==> src/rtl/core/balloc_pkg.sv <==
`default_nettype none
// ----------------------------------------------------------------------------
// balloc_pkg
// Shared constants, codes and types of the three-quarter buddy allocator.
// ----------------------------------------------------------------------------
package balloc_pkg;

  localparam int LOG_TOTAL   = 12;
  localparam int TOTAL_UNITS = 1 << LOG_TOTAL;
  localparam int LEVELS      = LOG_TOTAL + 1;
  localparam int OFF_W       = LOG_TOTAL;
  localparam int LV_W        = 4;
  localparam int SIZE_W      = 13;
  localparam int CNT_W       = 13;
  localparam int LINK_W      = OFF_W + 1;
  localparam int PADDR_W     = 3;

  localparam logic [LINK_W-1:0] NIL       = LINK_W'(TOTAL_UNITS);
  localparam logic [CNT_W-1:0]  COUNT_MAX = CNT_W'(8191);

  localparam logic       OP_ALLOC = 1'b0;
  localparam logic       OP_FREE  = 1'b1;

  localparam logic [1:0] STAT_GRANT = 2'd0;
  localparam logic [1:0] STAT_NOMEM = 2'd1;
  localparam logic [1:0] STAT_FREED = 2'd2;

  localparam logic       REG_HALF_SPLIT = 1'b0;
  localparam logic       REG_THREE_QTR  = 1'b1;

  typedef struct packed {
    logic            start;
    logic            free;
    logic [LV_W-1:0] lg;
  } map_t;

  localparam map_t MAP_INIT = '{start: 1'b1, free: 1'b1, lg: LV_W'(LOG_TOTAL)};

  typedef enum logic [4:0] {
    CMD_NONE,
    CMD_CLEAR,
    CMD_SEARCH,
    CMD_LV_DEC,
    CMD_SET_BASE,
    CMD_MOVE_RIGHT,
    CMD_MOVE_UP,
    CMD_UNL_WR,
    CMD_BM_FREE,
    CMD_BM_TAKEN,
    CMD_BM_ZERO,
    CMD_PF_1,
    CMD_PF_2,
    CMD_PB_1,
    CMD_PB_2,
    CMD_CNT_ALLOC,
    CMD_CNT_FREE,
    CMD_EMIT_NOMEM,
    CMD_EMIT_FREED,
    CMD_EMIT_WHOLE,
    CMD_EMIT_HALF,
    CMD_EMIT_QTR
  } cmd_e;

  typedef enum logic [2:0] {
    SEL_CUR,
    SEL_LEFT_DN,
    SEL_RIGHT_DN,
    SEL_BASE,
    SEL_BUDDY,
    SEL_HIGH
  } sel_e;

  typedef enum logic [1:0] {
    PH_HALF,
    PH_TQ1,
    PH_TQ2
  } split_ph_e;

  typedef enum logic [1:0] {
    TK_WHOLE,
    TK_BASE,
    TK_QTR
  } take_e;

  typedef enum logic [5:0] {
    S_CLEAR, S_IDLE, S_DISPATCH, S_SEARCH, S_DECIDE,
    S_SP_RD, S_SP_WR, S_SP_BML, S_SP_BMR,
    S_SP_PFL1, S_SP_PFL2, S_SP_PFR1, S_SP_PFR2, S_SP_END,
    S_TK_RD, S_TK_WR, S_TK_BM, S_CNT_ALLOC,
    S_EMIT_NOMEM, S_EMIT_WHOLE, S_EMIT_HALF, S_EMIT_QTR, S_EMIT_FREED,
    S_FR_CHK, S_FR_VAL, S_FR_BM, S_FR_PB1, S_FR_PB2,
    S_MG_CHK, S_MG_VAL, S_MG_U1R, S_MG_U1W, S_MG_U2R, S_MG_U2W,
    S_MG_HI, S_MG_UP, S_MG_BM, S_MG_PF1, S_MG_PF2
  } ctl_state_e;

  typedef struct packed {
    cmd_e op;
    sel_e sel;
    logic in_ready;
  } ctl_cmd_t;

  typedef struct packed {
    logic in_valid;
    logic op_free;
    logic size_zero;
    logic found;
    logic can_half;
    logic can_tq;
    logic pre_ok;
    logic blk_ok;
    logic buddy_ok;
    logic at_top;
    logic out_full;
    logic clr_done;
  } ctl_sts_t;

endpackage
`default_nettype wire

==> src/rtl/core/balloc_ctrl.sv <==
`default_nettype none
// ----------------------------------------------------------------------------
// balloc_ctrl
// Sequencer for search, split, take, free and merge steps of the allocator.
// ----------------------------------------------------------------------------
module balloc_ctrl import balloc_pkg::*; (
  input  wire logic     clk_i,
  input  wire logic     rst_ni,
  input  wire ctl_sts_t sts_i,
  output      ctl_cmd_t cmd_o
);

  ctl_state_e state_q, state_d;
  split_ph_e  phase_q, phase_d;
  take_e      take_q, take_d;

  always_ff @(posedge clk_i or negedge rst_ni) begin
    if (!rst_ni) begin
      state_q <= S_CLEAR;
      phase_q <= PH_HALF;
      take_q  <= TK_WHOLE;
    end else begin
      state_q <= state_d;
      phase_q <= phase_d;
      take_q  <= take_d;
    end
  end

  always_comb begin
    state_d        = state_q;
    phase_d        = phase_q;
    take_d         = take_q;
    cmd_o.op       = CMD_NONE;
    cmd_o.sel      = SEL_CUR;
    cmd_o.in_ready = 1'b0;
    unique case (state_q)
      S_CLEAR: begin
        if (sts_i.clr_done) state_d = S_IDLE;
        else cmd_o.op = CMD_CLEAR;
      end
      S_IDLE: begin
        cmd_o.in_ready = 1'b1;
        if (sts_i.in_valid) state_d = S_DISPATCH;
      end
      S_DISPATCH: state_d = sts_i.op_free ? S_FR_CHK : S_SEARCH;
      S_SEARCH: begin
        if (sts_i.size_zero || !sts_i.found) state_d = S_EMIT_NOMEM;
        else begin
          cmd_o.op = CMD_SEARCH;
          state_d  = S_DECIDE;
        end
      end
      S_DECIDE: begin
        if (sts_i.can_half) begin
          phase_d = PH_HALF;
          state_d = S_SP_RD;
        end else if (sts_i.can_tq) begin
          cmd_o.op = CMD_SET_BASE;
          phase_d  = PH_TQ1;
          state_d  = S_SP_RD;
        end else begin
          take_d  = TK_WHOLE;
          state_d = S_TK_RD;
        end
      end
      // split: unlink, mark both halves free, push left then right to the front
      S_SP_RD:   state_d = S_SP_WR;
      S_SP_WR:   begin cmd_o.op = CMD_UNL_WR; state_d = S_SP_BML; end
      S_SP_BML:  begin cmd_o.op = CMD_BM_FREE; cmd_o.sel = SEL_LEFT_DN;  state_d = S_SP_BMR;  end
      S_SP_BMR:  begin cmd_o.op = CMD_BM_FREE; cmd_o.sel = SEL_RIGHT_DN; state_d = S_SP_PFL1; end
      S_SP_PFL1: begin cmd_o.op = CMD_PF_1; cmd_o.sel = SEL_LEFT_DN;  state_d = S_SP_PFL2; end
      S_SP_PFL2: begin cmd_o.op = CMD_PF_2; cmd_o.sel = SEL_LEFT_DN;  state_d = S_SP_PFR1; end
      S_SP_PFR1: begin cmd_o.op = CMD_PF_1; cmd_o.sel = SEL_RIGHT_DN; state_d = S_SP_PFR2; end
      S_SP_PFR2: begin cmd_o.op = CMD_PF_2; cmd_o.sel = SEL_RIGHT_DN; state_d = S_SP_END;  end
      S_SP_END: begin
        unique case (phase_q)
          PH_HALF: begin
            cmd_o.op = CMD_LV_DEC;
            state_d  = S_DECIDE;
          end
          PH_TQ1: begin
            cmd_o.op = CMD_MOVE_RIGHT;
            phase_d  = PH_TQ2;
            state_d  = S_SP_RD;
          end
          default: begin
            take_d  = TK_BASE;
            state_d = S_TK_RD;
          end
        endcase
      end
      S_TK_RD, S_TK_WR, S_TK_BM: begin
        unique case (take_q)
          TK_BASE: cmd_o.sel = SEL_BASE;
          TK_QTR:  cmd_o.sel = SEL_LEFT_DN;
          default: cmd_o.sel = SEL_CUR;
        endcase
        if (state_q == S_TK_RD) state_d = S_TK_WR;
        else if (state_q == S_TK_WR) begin
          cmd_o.op = CMD_UNL_WR;
          state_d  = S_TK_BM;
        end else begin
          cmd_o.op = CMD_BM_TAKEN;
          if (take_q == TK_BASE) begin
            take_d  = TK_QTR;
            state_d = S_TK_RD;
          end else state_d = S_CNT_ALLOC;
        end
      end
      S_CNT_ALLOC: begin
        cmd_o.op = CMD_CNT_ALLOC;
        state_d  = (take_q == TK_WHOLE) ? S_EMIT_WHOLE : S_EMIT_HALF;
      end
      S_EMIT_NOMEM: if (!sts_i.out_full) begin cmd_o.op = CMD_EMIT_NOMEM; state_d = S_IDLE; end
      S_EMIT_WHOLE: if (!sts_i.out_full) begin cmd_o.op = CMD_EMIT_WHOLE; state_d = S_IDLE; end
      S_EMIT_HALF:  if (!sts_i.out_full) begin cmd_o.op = CMD_EMIT_HALF; state_d = S_EMIT_QTR; end
      S_EMIT_QTR:   if (!sts_i.out_full) begin cmd_o.op = CMD_EMIT_QTR; state_d = S_IDLE; end
      S_EMIT_FREED: if (!sts_i.out_full) begin cmd_o.op = CMD_EMIT_FREED; state_d = S_IDLE; end
      // free: check, return to back of list, then merge upwards
      S_FR_CHK: state_d = sts_i.pre_ok ? S_FR_VAL : S_EMIT_FREED;
      S_FR_VAL: begin
        if (sts_i.blk_ok) begin
          cmd_o.op = CMD_CNT_FREE;
          state_d  = S_FR_BM;
        end else state_d = S_EMIT_FREED;
      end
      S_FR_BM:  begin cmd_o.op = CMD_BM_FREE; state_d = S_FR_PB1; end
      S_FR_PB1: begin cmd_o.op = CMD_PB_1; state_d = S_FR_PB2; end
      S_FR_PB2: begin cmd_o.op = CMD_PB_2; state_d = S_MG_CHK; end
      S_MG_CHK: begin
        cmd_o.sel = SEL_BUDDY;
        state_d   = sts_i.at_top ? S_EMIT_FREED : S_MG_VAL;
      end
      S_MG_VAL: state_d = sts_i.buddy_ok ? S_MG_U1R : S_EMIT_FREED;
      S_MG_U1R: state_d = S_MG_U1W;
      S_MG_U1W: begin cmd_o.op = CMD_UNL_WR; state_d = S_MG_U2R; end
      S_MG_U2R: begin cmd_o.sel = SEL_BUDDY; state_d = S_MG_U2W; end
      S_MG_U2W: begin cmd_o.op = CMD_UNL_WR; cmd_o.sel = SEL_BUDDY; state_d = S_MG_HI; end
      S_MG_HI:  begin cmd_o.op = CMD_BM_ZERO; cmd_o.sel = SEL_HIGH; state_d = S_MG_UP; end
      S_MG_UP:  begin cmd_o.op = CMD_MOVE_UP; state_d = S_MG_BM; end
      S_MG_BM:  begin cmd_o.op = CMD_BM_FREE; state_d = S_MG_PF1; end
      S_MG_PF1: begin cmd_o.op = CMD_PF_1; state_d = S_MG_PF2; end
      S_MG_PF2: begin cmd_o.op = CMD_PF_2; state_d = S_MG_CHK; end
      default:  state_d = S_IDLE;
    endcase
  end

endmodule
`default_nettype wire

==> config.mk <==
export PLATFORM = sky130hd
export DESIGN_NAME = balloc_ctrl
export DESIGN_NICKNAME = d
export VERILOG_FILES = /design/src/rtl/core/balloc_pkg.sv /design/src/rtl/core/balloc_ctrl.sv
export SDC_FILE = /design/constraint.sdc
export NUM_CORES = 1
export LEC_CHECK = 0
export ABC_AREA = 1
export BUFFER_PORTS_ARGS = -buffer_cell sky130_fd_sc_hd__buf_2
export CAP_MARGIN = 5
export CORE_UTILIZATION = 52
export DETAILED_ROUTE_END_ITERATION = 6
export PLACE_DENSITY = 0.77
export SYNTH_ARGS = -nofsm -noshare
export SYNTH_HDL_FRONTEND = slang
export SYNTH_SLANG_ARGS = --single-unit
export TNS_END_PERCENT = 30
==> constraint.sdc <==
create_clock -name clk_i -period 1.6 [get_ports clk_i]
set_clock_uncertainty 0.1 [all_clocks]
set_input_delay 0.08 -clock clk_i [delete_from_list [all_inputs] [get_ports clk_i]]
set_output_delay 0.08 -clock clk_i [all_outputs]
set_load 0.01 [all_outputs]
==> flow_metrics.env, run 1 <==
export IMPL_outcome="stopped before the end"
export IMPL_stop_stage="5_1_grt"
export IMPL_first_error="[ERROR DPL-0038] Utilization greater than 100%, impossible to legalize"
export IMPL_yosys_warnings=0
export IMPL_synth_top_area_share_pct=21.9
export IMPL_rows=18
export IMPL_root_buffer="clkbuf_4"
export IMPL_avgSynthCellArea_sq_um=5.37
export IMPL_synthesis_area_sq_um=1470
export IMPL_syn_nets=291
export IMPL_ios=23
export IMPL_cts_num_sinks=10
export IMPL_yosysUniqueCellTypes=24
export IMPL_ys_seq_area_share_pct=17.0
export IMPL_cts_buffers=3
export IMPL_fp_dieH_um=55.2
export IMPL_ys_ff_latch=10
export IMPL_synth_cells=274
export IMPL_die_x_um=55.2
export IMPL_start_util_pct=57.4
export IMPL_clk_path_buf_depth=2
export IMPL_grt_max_degree=12
export IMPL_gp_congestion=1.06
export IMPL_synth_top_area_cell="nand2_1"
export IMPL_crit_endpoint="cmd_o[5]"
export IMPL_dp_hpwl_mm=4.34
export IMPL_dpl_instance_area_sq_um=1950
export IMPL_synth_area_top_cells="nand2_1 (22%), dfrtp_1 (17%), nand3_1 (15%)"
export IMPL_htree_levels=1
export IMPL_worst_endpoint_pin_kind="output port"
export IMPL_portBuffers=22
[cell usage after synthesis, drive strengths merged]
cell type	number
dfrtp	10
nand3	47
nor3	10
o21ai	6
nor2	47
nand4	11
nand2	86
buf	6
o22ai	1
or2	2
ha	3
a21oi	3
o31ai	2
nor4	1
inv	35
o211ai	4
[kinds of logic after synthesis]
kind of cell | Yosys count | synth area share (%)
adders and majority gates | 3 | 2.55
and+or+nand+nor | 204 | 62.8
buffers and inverters | 41 | 11.1
AOI/OAI and AO/OA | 16 | 6.54
DFF | 10 | 17.0
[stage by stage]
step           util (%)  hold WS, ps  setup WS (ps)  instances
2_1_floorplan         -         -316           17.6        274
3_3_place_gp       76.0         -145           -291        365
3_5_place_dp       76.0         -143           -282        365
4_1_cts            95.0         90.5           -438        393
[what timing repair did]
action | 4_1_cts
pin swaps | 12
setup endpoints to repair | 18
gates resized for setup | 72
hold endpoints to repair | 11
cloned | 1
hold buffers | 2
setup buffers | 21
==> inputs of run 2 (changes only) <==
--- a/config.mk
+++ b/config.mk
@@ -8,9 +8,9 @@
 export ABC_AREA = 1
 export BUFFER_PORTS_ARGS = -buffer_cell sky130_fd_sc_hd__buf_2
 export CAP_MARGIN = 5
-export CORE_UTILIZATION = 52
+export CORE_UTILIZATION = 40
 export DETAILED_ROUTE_END_ITERATION = 6
-export PLACE_DENSITY = 0.77
+export PLACE_DENSITY_LB_ADDON = 0.15
 export SYNTH_ARGS = -nofsm -noshare
 export SYNTH_HDL_FRONTEND = slang
 export SYNTH_SLANG_ARGS = --single-unit
==> constraint.sdc (replaced) <==
create_clock -name clk_i -period 2.1 [get_ports clk_i]
set_clock_uncertainty 0.1 [all_clocks]
set_input_delay 0.105 -clock clk_i [delete_from_list [all_inputs] [get_ports clk_i]]
set_output_delay 0.105 -clock clk_i [all_outputs]
set_load 0.01 [all_outputs]
==> flow_metrics.env, run 2 <==
export IMPL_multiInputGateArea_sq_um=1090
export IMPL_largest_reg_flops=6
export IMPL_via_count=1920
export IMPL_layout_commonest_cell="nand2_1"
export IMPL_avgSynthCellArea_sq_um=5.37
export IMPL_cts_num_sinks=10
export IMPL_synth_simple_gate_area_share_pct=62.8
export IMPL_yosys_area_share_adder_pct=2.55
export IMPL_final_seq_area_sq_um=253
export IMPL_syn_nets=291
export IMPL_timing_max_slew_rel_slack_pct=76.6
export IMPL_first_iter_violations=156
export IMPL_synth_xor_area_share_pct=0
export IMPL_reg_top3="state_q (6), phase_q (2), take_q (2)"
export IMPL_path_delay_family="simple AND/OR/NAND/NOR gates"
export IMPL_post_synth_top_count_cell="nand2_1"
export IMPL_p_leak_nw=1.10
export IMPL_synthesis_area_sq_um=1470
export IMPL_dp_slack_ps=140
export IMPL_critPathRequiredTime_ps=1890
export IMPL_crit_chain="inv_2, nand2_1, nor2_2, nand2_2, nand4_1, nor3_1, nand3_1, buf_2"
export IMPL_drc=0
export IMPL_outcome="finished clean"
export IMPL_synth_area_top_cells="nand2_1 (22%), dfrtp_1 (17%), nand3_1 (15%)"
export IMPL_ys_ff_latch=10
export IMPL_worst_slack_ps=54.1
export IMPL_antenna_found_initial=0
export IMPL_maxCapViolCount=0
export IMPL_antenna_left=0
export IMPL_track_usage_pct=26.9
export IMPL_root_buffer="clkbuf_8"
export IMPL_synth_top_area_share_pct=21.9
export IMPL_finalCriticalPeriod_ps=2050
export IMPL_ios=23
export IMPL_cp_start_kind="register"
export IMPL_die_area_sq_um=3930
export IMPL_max_clock_freq_ghz=0.489
export IMPL_die_x_um=62.7
export IMPL_synth_top_family_by_area="simple AND/OR/NAND/NOR gates"
export IMPL_min_period_over_period_pct=97.4
export IMPL_end_kind="primary output"
export IMPL_nets=319
export IMPL_async_flop_share_pct=100
export IMPL_dr_pass1_iters=4
export IMPL_slowest_stage="dfrtp_2"
export IMPL_htree_levels=1
export IMPL_p_sw_mw=1.32
export IMPL_synth_cells=274
export IMPL_p_seq_share_pct=16.6
export IMPL_hold_path_class="in2reg"
export IMPL_ir_worst_vdd_mv=0.621
export IMPL_cell_internal_pwr_mw=1.03
export IMPL_yosysUniqueCellTypes=24
export IMPL_portBuffers=22
export IMPL_switching_share_pct=56.1
export IMPL_routed_wl_mm=5.04
export IMPL_clk_path_buf_depth=2
export IMPL_clkTransAtPathRegs_ps=50
export IMPL_muxShareOfSynthArea_pct=0
export IMPL_grt_first_pass_wirelength_mm=8.19
export IMPL_cts_setup_buffers=0
export IMPL_worstSetupPathType="reg2out"
export IMPL_dp_hpwl_mm=4.06
export IMPL_worst_slew_pin_slew_ps=350
export IMPL_power_total_mw=2.35
export IMPL_utilization_pct=51.6
export IMPL_vias_per_cell=5.53
export IMPL_yosys_top_cells_count="nand2_1 (86), nand3_1 (43), nor2_1 (40), inv_1 (28), nand4_1 (11)"
export IMPL_core_area_sq_um=3440
export IMPL_ys_seq_area_share_pct=17.0
export IMPL_critPathBufInv=2
export IMPL_worstPathArrival_ps=1840
export IMPL_design_area_sq_um=1780
export IMPL_largest_register="state_q"
export IMPL_synth_compound_gate_area_share_pct=6.54
export IMPL_diodes=0
export IMPL_wire_per_inst_um=14.5
export IMPL_powerDensity_nw_per_um2=1330
export IMPL_cts_buffers=3
export IMPL_dpl_instance_area_sq_um=1670
export IMPL_rows=21
export IMPL_grt_ovfl_total=0
export IMPL_drive_gt1_share_pct=20.3
export IMPL_report_final_hold_viol_count=0
export IMPL_cpPeakStageDelay_ps=470
export IMPL_crit_fanout=7
export IMPL_syn2layout_area_growth_pct=20.6
export IMPL_clk_latency_ps=240
export IMPL_ys_flop_type="dfrtp_1"
export IMPL_power_frac_comb_pct=72.7
export IMPL_grt_max_degree=22
export IMPL_gp_congestion=1.00
export IMPL_fin_setup_tns_ps=0
export IMPL_synth_edf_count=0
export IMPL_p_clk_share_pct=10.7
export IMPL_fillers=393
export IMPL_fp_dieH_um=62.7
export IMPL_cts_tree="yes"
export IMPL_grt_pass1_vias=1740
export IMPL_setup_viol=0
export IMPL_synth_top_area_cell="nand2_1"
export IMPL_final_cell_mix="nand2_1 (85), nand3_1 (43), nor2_1 (36)"
export IMPL_start_util_pct=42.8
export IMPL_yosys_warnings=0
export IMPL_grt_setup_unrepaired="true"
export IMPL_final_max_slew_viol_count=0
==> run 2: cell counts after synthesis <==
No cell type changed its count.
==> run 2: per-stage QoR <==
stage / instances / hold WS [ps]
floorplan: 274 / -291
global placement: 341 / -111
detailed placement: 341 / -103
CTS: 347 / 64.2
global route: 347 / 120
finish: 347 / 86.5
==> run 2: worst min-delay path: stages <==
cell and delay, ps:
buf_2 140, nand2_1 90, nand2_1 50
==> run 2: final cells by class <==
class | instances | share of cell area (%)
flip-flops and latches | 10 | 14.2
well taps | 46 | 3.24
repair buffers | 29 | 10.8
multi-input cells | 223 | 61.2
clock buffers | 4 | 3.10
inverters | 35 | 7.39
==> run 2: worst paths after layout <==
path	from	endpoint	slack [ps]	depth (start not counted)
worst max-delay path	state_q[1]	cmd_o[5]	50	8
worst min-delay path	sts_i[1]	state_q[4]	90	3
worst max register to register	state_q[1]	state_q[0]	230	11
worst min register to register	phase_q[0]	phase_q[0]	390	2
max in group asynchronous	rst_ni	state_q[2]	1500	2
min in group asynchronous	rst_ni	phase_q[1]	170	2
==> run 2: power groups by stage <==
stage / combinational (mW) / sequential, mW / clock, mW
after floorplan: 1.16 / 0.352 / 0
after CTS: 1.66 / 0.388 / 0.257
final: 1.71 / 0.391 / 0.251
after global routing: 1.89 / 0.405 / 0.267
after detailed placement: 1.65 / 0.388 / 0
after global placement: 1.65 / 0.387 / 0
==> run 2: cell families after synthesis <==
logic type / after synthesis
adders and majority gates: 3
buffers and inverters: 41
DFF: 10
AOI/OAI and AO/OA: 16
and+or+nand+nor: 204
==> run 2: per-layer routing <==
metal	share of wire (%)	track usage (%)
met1	42	35.3
met2	48	44.7
met3	9.0	5.66
met4	1.5	6.40
met5	0	0
==> run 2: timing repair <==
action	in CTS	in global routing
cloned	0	0
hold buffers	2	0
setup endpoints to repair	4	4
endpoints found under the hold margin	11	0
gates resized for setup	2	9
Power figures use the tool's default switching activity.
==> inputs of run 3 (changes only) <==
--- a/config.mk
+++ b/config.mk
@@ -10,7 +10,6 @@
 export CAP_MARGIN = 5
 export CORE_UTILIZATION = 40
 export DETAILED_ROUTE_END_ITERATION = 6
-export PLACE_DENSITY_LB_ADDON = 0.15
 export SYNTH_ARGS = -nofsm -noshare
 export SYNTH_HDL_FRONTEND = slang
 export SYNTH_SLANG_ARGS = --single-unit
==> flow_metrics.env, run 3 (synthesized netlist as in run 2, its figures left out) <==
export IMPL_outcome="finished clean"
export IMPL_worstSetupPathType="reg2out"
export IMPL_htree_levels=1
export IMPL_powerDensity_nw_per_um2=1340
export IMPL_fp_dieH_um=62.7
export IMPL_layout_commonest_cell="nand2_1"
export IMPL_first_iter_violations=169
export IMPL_clk_latency_ps=240
export IMPL_ir_worst_vdd_mv=0.652
export IMPL_cts_num_sinks=10
export IMPL_rows=21
export IMPL_syn2layout_area_growth_pct=19.6
export IMPL_min_period_over_period_pct=96.2
export IMPL_root_buffer="clkbuf_8"
export IMPL_via_count=1920
export IMPL_timing_max_slew_rel_slack_pct=74.1
export IMPL_whs_ps=72.1
export IMPL_diodes=0
export IMPL_antenna_left=0
export IMPL_power_total_mw=2.36
export IMPL_clkTransAtPathRegs_ps=50
export IMPL_grt_setup_unrepaired="true"
export IMPL_worstPathArrival_ps=1820
export IMPL_routed_wl_mm=5.05
export IMPL_start_util_pct=42.8
export IMPL_die_area_sq_um=3930
export IMPL_worst_slew_pin_slew_ps=385
export IMPL_nets=321
export IMPL_maxCapViolCount=0
export IMPL_die_x_um=62.7
export IMPL_clk_path_buf_depth=2
export IMPL_cts_buffers=3
export IMPL_ios=23
export IMPL_fin_setup_tns_ps=0
export IMPL_portBuffers=22
export IMPL_largest_reg_flops=6
export IMPL_grt_pass1_vias=1749
export IMPL_grt_max_degree=22
export IMPL_grt_first_pass_wirelength_mm=8.31
export IMPL_setup_viol=0
export IMPL_hold_path_class="in2reg"
export IMPL_drive_gt1_share_pct=19.8
export IMPL_p_leak_nw=1.10
export IMPL_place_inst=341
export IMPL_cp_start_kind="register"
export IMPL_antenna_found_initial=0
export IMPL_dr_pass1_iters=5
export IMPL_end_kind="primary output"
export IMPL_dp_hpwl_mm=4.02
export IMPL_worst_slack_ps=79.9
export IMPL_vias_per_cell=5.50
export IMPL_utilization_pct=51.2
export IMPL_reg_top3="state_q (6), phase_q (2), take_q (2)"
export IMPL_dpl_instance_area_sq_um=1660
export IMPL_gp_congestion=1.04
export IMPL_crit_fanout=6
export IMPL_design_area_sq_um=1760
export IMPL_max_clock_freq_ghz=0.495
export IMPL_track_usage_pct=27.3
export IMPL_dp_slack_ps=195
export IMPL_cts_tree="yes"
export IMPL_critPathRequiredTime_ps=1890
export IMPL_core_area_sq_um=3440
export IMPL_largest_register="state_q"
export IMPL_final_cell_mix="nand2_1 (86), nand3_1 (43), nor2_1 (36)"
export IMPL_stdcell_count=349
export IMPL_finalCriticalPeriod_ps=2020
export IMPL_wire_per_inst_um=14.5
export IMPL_drc=0
export IMPL_grt_ovfl_total=0
export IMPL_final_max_slew_viol_count=0
export IMPL_report_final_hold_viol_count=0
==> run 3: cell count changes in the layout (fill, tap and decap cells not counted), sizes merged <==
cell | previous run | this run
buf | 27 | 29
==> run 3: path summary, 6_finish.rpt <==
| kind | end | slack [ps] | cells past startpoint | startpoint |
|---|---|---|---|---|
| worst min-delay path | state_q[4] | 70 | 3 | sts_i[1] |
| worst max-delay path | cmd_o[5] | 80 | 8 | state_q[1] |
| min in group asynchronous | take_q[0] | 160 | 2 | rst_ni |
| max in group asynchronous | state_q[0] | 1520 | 2 | rst_ni |
| worst min register to register | phase_q[0] | 400 | 2 | phase_q[0] |
| worst max register to register | state_q[0] | 260 | 11 | state_q[1] |
==> run 3: what timing repair did <==
action / CTS / global route
resized for setup: 0 / 8
hold buffers: 2 / 0
endpoints found under the setup margin: 0 / 6
setup buffers: 0 / 2
endpoints found under the hold margin: 11 / 0
==> run 3: metal layers <==
layer / up-vias / GRT usage (%) / routed length (um)
li1: 957 / - / -
met2: 111 / 43.6 / 2280
met3: 15 / 6.20 / 482
met4: 0 / 11.6 / 134
met1: 837 / 35.2 / 2150
met5: - / 0 / 0
==> run 3: worst max-delay path, stage by stage (launching register included) <==
cell and delay (ps):
dfrtp_2 450, inv_2 140, nand2_1 150, nor2_2 200
nand2_1 190, nand4_1 160, nor3_1 60, nand3_1 90
buf_2 120
==> run 3: cell type report <==
cell class	count	area [sq um]
fillers	386	1680
multi-input cells	223	1070
flip-flops and latches	10	254
repair buffers	31	195
inverters	35	131
well taps	46	57.6
clock buffers	4	55.1
==> run 3: power by group <==
group | switching [mW] | internal, mW | total (mW) | leakage (nW)
Combinational | 1.13 | 0.585 | 1.72 | 0.944
Clock | 0.0879 | 0.166 | 0.254 | 0.0288
Sequential | 0.104 | 0.284 | 0.388 | 0.123
Total | 1.33 | 1.03 | 2.36 | 1.10
==> inputs of run 4 (changes only) <==
--- a/config.mk
+++ b/config.mk
@@ -10,6 +10,7 @@
 export CAP_MARGIN = 5
 export CORE_UTILIZATION = 40
 export DETAILED_ROUTE_END_ITERATION = 6
+export GPL_TIMING_DRIVEN = 0
 export SYNTH_ARGS = -nofsm -noshare
 export SYNTH_HDL_FRONTEND = slang
 export SYNTH_SLANG_ARGS = --single-unit
==> flow_metrics.env, run 4 (synthesized netlist as in run 2, its figures left out) <==
export IMPL_final_max_slew_viol_count=0
export IMPL_core_area_sq_um=3440
export IMPL_largest_reg_flops=6
export IMPL_reg_top3="state_q (6), phase_q (2), take_q (2)"
export IMPL_cpPeakStageDelay_ps=420
export IMPL_min_from="sts_i[1]"
export IMPL_crit_fanout=10
export IMPL_rows=21
export IMPL_antenna_left=0
export IMPL_grt_first_pass_wirelength_mm=8.29
export IMPL_worstSetupPathType="reg2out"
export IMPL_timing_rr_start="state_q[2]"
export IMPL_grt_pass1_vias=1659
export IMPL_cts_num_sinks=10
export IMPL_dp_hpwl_mm=4.17
export IMPL_final_cell_mix="nand2_1 (84), nand3_1 (41), nor2_1 (32)"
export IMPL_layout_commonest_cell="nand2_1"
export IMPL_fillers=374
export IMPL_routed_wl_mm=5.14
export IMPL_portBuffers=22
export IMPL_maxCapViolCount=0
export IMPL_timing_max_slew_rel_slack_pct=72.2
export IMPL_vias_per_cell=5.39
export IMPL_gp_congestion=0.959
export IMPL_cp_startpoint="state_q[4]"
export IMPL_ir_worst_vdd_mv=0.647
export IMPL_htree_levels=1
export IMPL_cts_buffers=3
export IMPL_reg2reg_depth=12
export IMPL_grt_max_degree=11
export IMPL_report_final_hold_viol_count=0
export IMPL_max_clock_freq_ghz=0.497
export IMPL_clkTransAtPathRegs_ps=50
export IMPL_multiInputGateArea_sq_um=1140
export IMPL_worstPathArrival_ps=1810
export IMPL_r2r_slack_ps=140
export IMPL_end_kind="primary output"
export IMPL_root_buffer="clkbuf_8"
export IMPL_drc=0
export IMPL_critPathRequiredTime_ps=1890
export IMPL_antenna_found_initial=0
export IMPL_r2r_end="state_q[0]"
export IMPL_via_count=1904
export IMPL_whs_ps=117
export IMPL_hold_path_class="in2reg"
export IMPL_hold_depth=3
export IMPL_power_total_mw=2.49
export IMPL_wire_per_inst_um=14.6
export IMPL_cp_start_kind="register"
export IMPL_ios=23
export IMPL_grt_ovfl_total=0
export IMPL_nets=325
export IMPL_first_iter_violations=152
export IMPL_diodes=0
export IMPL_syn2layout_area_growth_pct=25.7
export IMPL_min_period_over_period_pct=95.7
export IMPL_clk_path_buf_depth=2
export IMPL_outcome="finished clean"
export IMPL_drive_gt1_share_pct=24.4
export IMPL_die_x_um=62.7
export IMPL_dr_pass1_iters=5
export IMPL_largest_register="state_q"
export IMPL_fp_dieH_um=62.7
export IMPL_die_area_sq_um=3930
export IMPL_grt_setup_unrepaired="true"
export IMPL_start_util_pct=42.8
export IMPL_powerDensity_nw_per_um2=1340
export IMPL_p_leak_nw=1.12
export IMPL_setup_viol=0
export IMPL_track_usage_pct=27.2
export IMPL_hold_end="state_q[4]"
export IMPL_final_seq_area_sq_um=253
export IMPL_slowest_stage="dfrtp_1"
export IMPL_cts_tree="yes"
export IMPL_clk_latency_ps=240
export IMPL_worst_slew_pin_slew_ps=417
export IMPL_finalCriticalPeriod_ps=2010
export IMPL_crit_chain="nor2_4, buf_4, buf_4, nand2_1, nor3_1, nor4_1, nand2_1, buf_2"
## run 4: cell count changes in the layout (fill, tap and decap cells not counted), sizes merged
cell | previous run | this run
clkbuf | 4 | 6
buf | 29 | 30
clkdlybuf4s15 | 0 | 1
## run 4: critical path: cells and delay by family, from the launching register on
| kind | cells | cell delay, ps |
|---|---|---|
| flops | 1 | 420 |
| simple gates | 5 | 620 |
| buf+inv | 3 | 520 |
## run 4: repair_timing
| item | in CTS | in global routing |
|---|---|---|
| gates cloned | 0 | 1 |
| resized for setup | 1 | 29 |
| setup buffers | 0 | 4 |
| hold endpoints to repair | 11 | 0 |
| hold buffers | 2 | 0 |
| setup endpoints to repair | 4 | 7 |
## run 4: how the worst max path moves through the flow
| stage | slack (ps) | cells past startpoint | to |
|---|---|---|---|
| CTS | 6 | 8 | cmd_o[6] |
| detailed placement | 160 | 11 | state_q[0] |
| finish | 90 | 8 | cmd_o[6] |
| global route | -20 | 8 | cmd_o[5] |
| global placement | 140 | 11 | state_q[0] |
| floorplan | 520 | 9 | phase_q[0] |
## run 4: per-stage QoR
stage / worst slack, ps / cell area [sq um] / setup TNS (ps) / util [%] / cells
global placement: 140 / 1640 / 0 / 47.7 / 342
floorplan: 518 / 1470 / 0 / - / 274
detailed placement: 159 / 1640 / 0 / 47.7 / 342
global route: -21.5 / 1850 / -40.1 / 53.8 / 353
finish: 89.4 / 1850 / 0 / 53.8 / 353
CTS: 6.12 / 1720 / 0 / 49.9 / 348
## run 4: layout make-up
| type | count | share of cell area [%] |
|---|---|---|
| Multi-Input combinational cell | 223 | 61.6 |
| Sequential cell | 10 | 13.6 |
| Timing Repair Buffer | 29 | 9.26 |
| Inverter | 35 | 7.09 |
| Tap cell | 46 | 3.11 |
| Clock buffer | 4 | 2.97 |
| Buffer | 6 | 2.30 |
## run 4: report_power, final
group          switching [mW]  internal [mW]  total, mW
Sequential              0.103          0.282      0.385
Clock                  0.0819          0.165      0.247
Combinational            1.21          0.647       1.86
## run 4: routing by layer
metal / global-route usage (%) / wire length, um / up-vias
li1: - / - / 962
met1: 37.1 / 2270 / 843
met2: 43.6 / 2360 / 87
met3: 4.56 / 405 / 12
met4: 8.14 / 104 / 0
met5: 0 / 0 / -
